--- config.mk ---
export PLATFORM = sky130hd
export DESIGN_NAME = roman_numeral_encoder_unit
export DESIGN_NICKNAME = d
export VERILOG_FILES = /design/src/rtl/rne_pkg.sv /design/src/rtl/roman_numeral_encoder_unit.sv /design/src/rtl/rne_alu.sv
export SDC_FILE = /design/constraint.sdc
export NUM_CORES = 1
export LEC_CHECK = 0
export BUFFER_PORTS_ARGS = -buffer_cell sky130_fd_sc_hd__buf_2
export CORE_MARGIN = 4
export CORE_UTILIZATION = 30
export CTS_BUF_LIST = sky130_fd_sc_hd__clkbuf_4 sky130_fd_sc_hd__clkbuf_8 sky130_fd_sc_hd__clkbuf_16
export CTS_CLUSTER_DIAMETER = 40
export DETAILED_ROUTE_END_ITERATION = 6
export GPL_ROUTABILITY_DRIVEN = 0
export SYNTH_ARGS = -nofsm -noshare
export SYNTH_HDL_FRONTEND = slang
export SYNTH_SLANG_ARGS = --single-unit
--- constraint.sdc ---
create_clock -name clk -period 6.7 [get_ports clk]
set_clock_uncertainty 0.2 [all_clocks]
set_input_delay 0.67 -clock clk [delete_from_list [all_inputs] [get_ports clk]]
set_output_delay 0.67 -clock clk [all_outputs]
set_load 0.005 [all_outputs]
--- src/rtl/rne_pkg.sv ---
`default_nettype none
package rne_pkg;

	localparam int unsigned ValueW = 12;
	localparam int unsigned CharW  = 8;
	localparam int unsigned IdxW   = 4;

	// Index of the final table entry (weight one).
	localparam logic [IdxW-1:0] LastIdx = 4'd12;

	localparam logic [CharW-1:0] ChM       = 8'h4D;
	localparam logic [CharW-1:0] ChD       = 8'h44;
	localparam logic [CharW-1:0] ChC       = 8'h43;
	localparam logic [CharW-1:0] ChL       = 8'h4C;
	localparam logic [CharW-1:0] ChX       = 8'h58;
	localparam logic [CharW-1:0] ChV       = 8'h56;
	localparam logic [CharW-1:0] ChI       = 8'h49;
	localparam logic [CharW-1:0] ChNewline = 8'h0A;

	typedef struct packed {
		logic [ValueW-1:0] weight;
		logic [CharW-1:0]  first;
		logic [CharW-1:0]  second;
		logic              pair;
	} entry_t;

	typedef struct packed {
		logic              ge;
		logic [ValueW-1:0] diff;
		logic [CharW-1:0]  first;
		logic [CharW-1:0]  second;
		logic              pair;
	} alu_res_t;

	function automatic entry_t rne_entry(input logic [IdxW-1:0] idx);
		entry_t e;
		e = '0;
		case (idx)
			4'd0: begin e.weight = 12'd1000; e.first = ChM; e.second = '0;  e.pair = 1'b0; end
			4'd1: begin e.weight = 12'd900;  e.first = ChC; e.second = ChM; e.pair = 1'b1; end
			4'd2: begin e.weight = 12'd500;  e.first = ChD; e.second = '0;  e.pair = 1'b0; end
			4'd3: begin e.weight = 12'd400;  e.first = ChC; e.second = ChD; e.pair = 1'b1; end
			4'd4: begin e.weight = 12'd100;  e.first = ChC; e.second = '0;  e.pair = 1'b0; end
			4'd5: begin e.weight = 12'd90;   e.first = ChX; e.second = ChC; e.pair = 1'b1; end
			4'd6: begin e.weight = 12'd50;   e.first = ChL; e.second = '0;  e.pair = 1'b0; end
			4'd7: begin e.weight = 12'd40;   e.first = ChX; e.second = ChL; e.pair = 1'b1; end
			4'd8: begin e.weight = 12'd10;   e.first = ChX; e.second = '0;  e.pair = 1'b0; end
			4'd9: begin e.weight = 12'd9;    e.first = ChI; e.second = ChX; e.pair = 1'b1; end
			4'd10: begin e.weight = 12'd5;   e.first = ChV; e.second = '0;  e.pair = 1'b0; end
			4'd11: begin e.weight = 12'd4;   e.first = ChI; e.second = ChV; e.pair = 1'b1; end
			default: begin e.weight = 12'd1; e.first = ChI; e.second = '0;  e.pair = 1'b0; end
		endcase
		return e;
	endfunction

endpackage
`default_nettype wire

--- src/rtl/roman_numeral_encoder_unit.sv ---
// After a value word is taken, the sequencer steps past the table entries that do not
//   match; the first character is registered once the output register is free.
// A new value word is taken only after the previous run has closed with its newline;
//   the single compare/subtract unit steps the 13-entry table.
// Reset: arst_n low clears the sequencer to idle and drops the output valid at once.
`default_nettype none
module roman_numeral_encoder_unit
	import rne_pkg::*;
(
	input  wire logic              clk,
	input  wire logic              arst_n,
	input  wire logic              in_valid,
	output logic                   in_stall,
	input  wire logic [ValueW-1:0] value,
	output logic                   out_valid,
	input  wire logic              out_stall,
	output logic [CharW-1:0]       character,
	output logic                   last
);

	// Sequencer states: idle waits for a word, run walks the table.
	typedef enum logic [1:0] {
		S_IDLE = 2'b01,
		S_RUN  = 2'b10
	} state_t;

	state_t            state_q;
	logic [ValueW-1:0] rest_q;
	logic [IdxW-1:0]   idx_q;
	logic              phase_q;   // second half of a subtractive pair
	logic              out_valid_q;
	logic [CharW-1:0]  char_q;
	logic              last_q;

	alu_res_t          alu;
	logic              out_free;
	logic              in_take;
	logic              emit;

	rne_alu u_alu (
		.rest (rest_q),
		.idx  (idx_q),
		.res  (alu)
	);

	// Output register frees up when empty or when its word is taken this cycle.
	assign out_free = !out_valid_q || !out_stall;
	assign in_stall = (state_q != S_IDLE);
	assign in_take  = in_valid && !in_stall;
	// A symbol or the closing newline is loaded into the output register this cycle.
	assign emit     = (state_q == S_RUN) && out_free && (alu.ge || (idx_q == LastIdx));

	always_ff @(posedge clk or negedge arst_n) begin
		if (!arst_n) begin
			state_q     <= S_IDLE;
			out_valid_q <= 1'b0;
			idx_q       <= '0;
			phase_q     <= 1'b0;
		end else begin
			// Hold a stalled word, load a new one when the sequencer emits.
			out_valid_q <= emit || (out_valid_q && out_stall);
			case (state_q)
				S_IDLE: begin
					if (in_take) begin
						state_q <= S_RUN;
						idx_q   <= '0;
						phase_q <= 1'b0;
					end
				end
				S_RUN: begin
					if (alu.ge) begin
						// Emit one symbol; advance the remainder after the last symbol of the entry.
						if (out_free) begin
							if (alu.pair && !phase_q) begin
								phase_q <= 1'b1;
							end else begin
								phase_q <= 1'b0;
							end
						end
					end else if (idx_q == LastIdx) begin
						// Remainder is zero: close the run with a newline.
						if (out_free) begin
							state_q <= S_IDLE;
						end
					end else begin
						idx_q <= idx_q + 1'b1;
					end
				end
				default: begin
					state_q <= S_IDLE;
				end
			endcase
		end
	end

	// Payload registers: no reset needed.
	always_ff @(posedge clk) begin
		if (in_take) begin
			rest_q <= value;
		end else if (state_q == S_RUN && out_free) begin
			if (alu.ge) begin
				char_q <= (alu.pair && phase_q) ? alu.second : alu.first;
				last_q <= 1'b0;
				if (!(alu.pair && !phase_q)) begin
					rest_q <= alu.diff;
				end
			end else if (idx_q == LastIdx) begin
				char_q <= ChNewline;
				last_q <= 1'b1;
			end
		end
	end

	assign out_valid = out_valid_q;
	assign character = char_q;
	assign last      = last_q;

endmodule
`default_nettype wire

--- src/rtl/rne_alu.sv ---
`default_nettype none
// Shared compare/subtract against the selected table weight.
module rne_alu
	import rne_pkg::*;
(
	input  wire logic [ValueW-1:0] rest,
	input  wire logic [IdxW-1:0]   idx,
	output alu_res_t               res
);

	entry_t ent;

	always_comb begin
		ent        = rne_entry(idx);
		res.ge     = (rest >= ent.weight);
		res.diff   = rest - ent.weight;
		res.first  = ent.first;
		res.second = ent.second;
		res.pair   = ent.pair;
	end

endmodule
`default_nettype wire

==> results.ini <==
[outcome]
status=finished clean

[placement]
io_buffers=24
hpwl_mm=3.711

[global_route]
grt_pass1_vias=1770
grt_max_degree=29
grt_overflow_total=0
grt_pass1_wl_mm=8.576
grt_use_total_pct=12.24
antenna_found_initial=0

[worst_setup_path]
criticalPathCategory=reg -> reg
critPathMaxFanout=15
r2r-end=rest_q[2]
cp-startpoint=idx_q[0]
crit_path_max_incr_delay_ns=0.64
r2r_slack_ns=2.61
arrival_ns=3.93
reg2regPathDepth=13
end_kind=flop
startpoint_type=flop
reg2reg_from=idx_q[0]
slowest_stage=dfrtp_1
crit_chain=inv_1, ha_1, nand2_1, nor2_1, a21oi_1, fa_1, a211oi_2, o21bai_2, o311ai_4, nand2_4, inv_2, o31ai_2, buf_4
crit_required_ns=6.54
endpoint=rest_q[2]

[routing]
drtIter0Drc=109
via_per_inst=5.048
drc=0
routedWlPerCell_microns=13.93
ant_nets=0
drt-total-wl_mm=4.930
drtPass1Iterations=4
vias=1787

[final_layout]
drive_above_1_share_pct=17.44
nFillCells=705
mostFrequentLayoutCells=nand2_1 (35), buf_2 (24), nor2_1 (19), edfxtp_1 (19), a21oi_1 (18)
insertedDiodeCount=0
layout_commonest_cell=nand2_1
ff_latch_area_sq_um=772.0
layout.nets=292
syn_to_final_growth_pct=11.02
multiInputGateArea_sq_um=1266

[clocking]
cts_tree=built
cts_made_buffers=3
clk_latency_ns=0.28
cts_resized=0
htreeDepth=1
cts.sinks=27
clk_path_buf_depth=2
clk_pin_slew_ns=0.10
cts_setup_buffers=0
cts-root-buf=clkbuf_8
cts_hold_buffers=0

[logic_synthesis]
synthArstFlopShare_pct=29.63
syn-cell-area_sq_um=2146
yosysWarnings=0
synth_edf_count=19
yosysTopAreaCellShare_pct=26.59
synth.distinct_cells=63
synthCells=241
syn_avg_cell_area_sq_um=8.904
synth-seq-cells=27
yosys-top-cells-area=edfxtp_1 (27%), ha_1 (9.3%), dfrtp_1 (8.2%)
ys_seq_area_share_pct=35.98
synth_top_cell_by_area=edfxtp_1
synth_ff_type=edfxtp_1

[worst_hold_path]
min_path_type=in -> async

[power]
internal-power_uw=551.7
power.switching_uw=439.7
p_seq_share_pct=32.1
ir_worst_vdd_uv=179.0
power_leakage_nw=0.9389
powerDensity_nw_per_um2=416.2
switching_share_pct=44.36
pwr-share-clk_pct=10.0
combPwrFrac_pct=57.9

[timing]
hold_viol_final=0
hold_slack_ns=0.008432
fmax_ghz=0.2443
setup_viol=0
worst_slew_pin_slew_ns=0.8152
max_slew_margin_pct=45.66
period_needed_ns=4.094
slew_violations=0
setup_tns_ns=0
grt_setup_unrepaired=no
post-route-period-util_pct=61.10

[floorplan]
core_area_sq_um=6869
num_rows=30
initial_core_util_pct=31.24
ioPinCount=27
dieArea_sq_um=8570
die_h_microns=92.58
die_w_microns=92.58

[job]
max_cap_violations=0

registers in the layout (all words and copies together), names as in the netlist:
name / flops
character: 6
idx_q: 4
last: 1
out_valid: 1
phase_q: 1
rest_q: 12
state_q: 2
logic make-up (layout without fill, tap and decap cells):
group | count (synthesis) | after routing | synth area share [%]
other | 1 | 2 | 0.1748
DFF | 27 | 27 | 35.98
and+or+nand+nor | 90 | 90 | 20.18
AOI/OAI and AO/OA | 75 | 75 | 25.42
adders and majority gates | 19 | 19 | 11.20
buffers and inverters | 25 | 41 | 5.422
xor gates and xnor gates | 4 | 4 | 1.633
layer usage:
layer	vias up	global-route usage, %	part of all wire, %
met5	-	0	0
met4	0	2.351	0.28
met3	2	2.762	6.3
met2	54	19.58	46
met1	808	16.98	47
li1	923	-	-
cell usage after synthesis (all sizes together), types with 4 or more instances:
| cell type | count |
|---|---|
| nand2 | 36 |
| edfxtp | 19 |
| nor2 | 19 |
| a21oi | 18 |
| ha | 16 |
| o21ai | 15 |
| inv | 11 |
| clkbuf | 9 |
| a211oi | 8 |
| dfrtp | 7 |
| nor3 | 6 |
| buf | 5 |
| nand3 | 5 |
| nor2b | 4 |
critical path, delay by kind of cell, from the launching register on:
kind                     cells  cell delay, ns
AND/OR/NAND/NOR              3            0.32
AO/OA/AOI/OAI                5            1.10
flip-flops                   1            0.64
adder cells (fa/ha/maj)      2            0.93
buffers and inverters        3            0.63
power by group through the flow:
stage	Combinational, mW	Clock [mW]	Sequential, mW
after detailed placement	0.574	0	0.323
after global routing	0.660	0.109	0.327
after global placement	0.572	0	0.320
after CTS	0.577	0.107	0.319
final	0.574	0.0992	0.319
after floorplan	0.452	0	0.311
metrics by stage:
stage	power [mW]	setup WS, ns	util [%]	cells	instance area (sq um)
floorplan	0.7632	2.722	-	242	2150
global placement	0.8925	2.734	33.99	350	2335
finish	0.9914	2.606	34.68	354	2382
CTS	1.003	2.605	34.68	354	2382
detailed placement	0.8963	2.636	33.99	350	2335
global route	1.096	2.263	34.68	354	2382
layout make-up:
cell class	instances	area share, %
inverters	11	1.733
clock buffers	3	1.733
well taps	96	5.042
repair buffers	26	5.672
clock inverters	1	0.2626
flip-flops and latches	27	32.41
multi-input cells	190	53.15
worst min-delay path by stage:
stage	startpoint	endpoint	slack [ns]	depth (start not counted)
after CTS	arst_n	out_valid	0.002	1
after global routing	arst_n	idx_q[3]	0.006	1
after global placement	out_valid	out_valid	0.32	1
after floorplan	arst_n	idx_q[0]	0.17	0
after detailed placement	arst_n	out_valid	0.33	1
final	arst_n	out_valid	0.008	1
(Power assumes the default switching activity.)
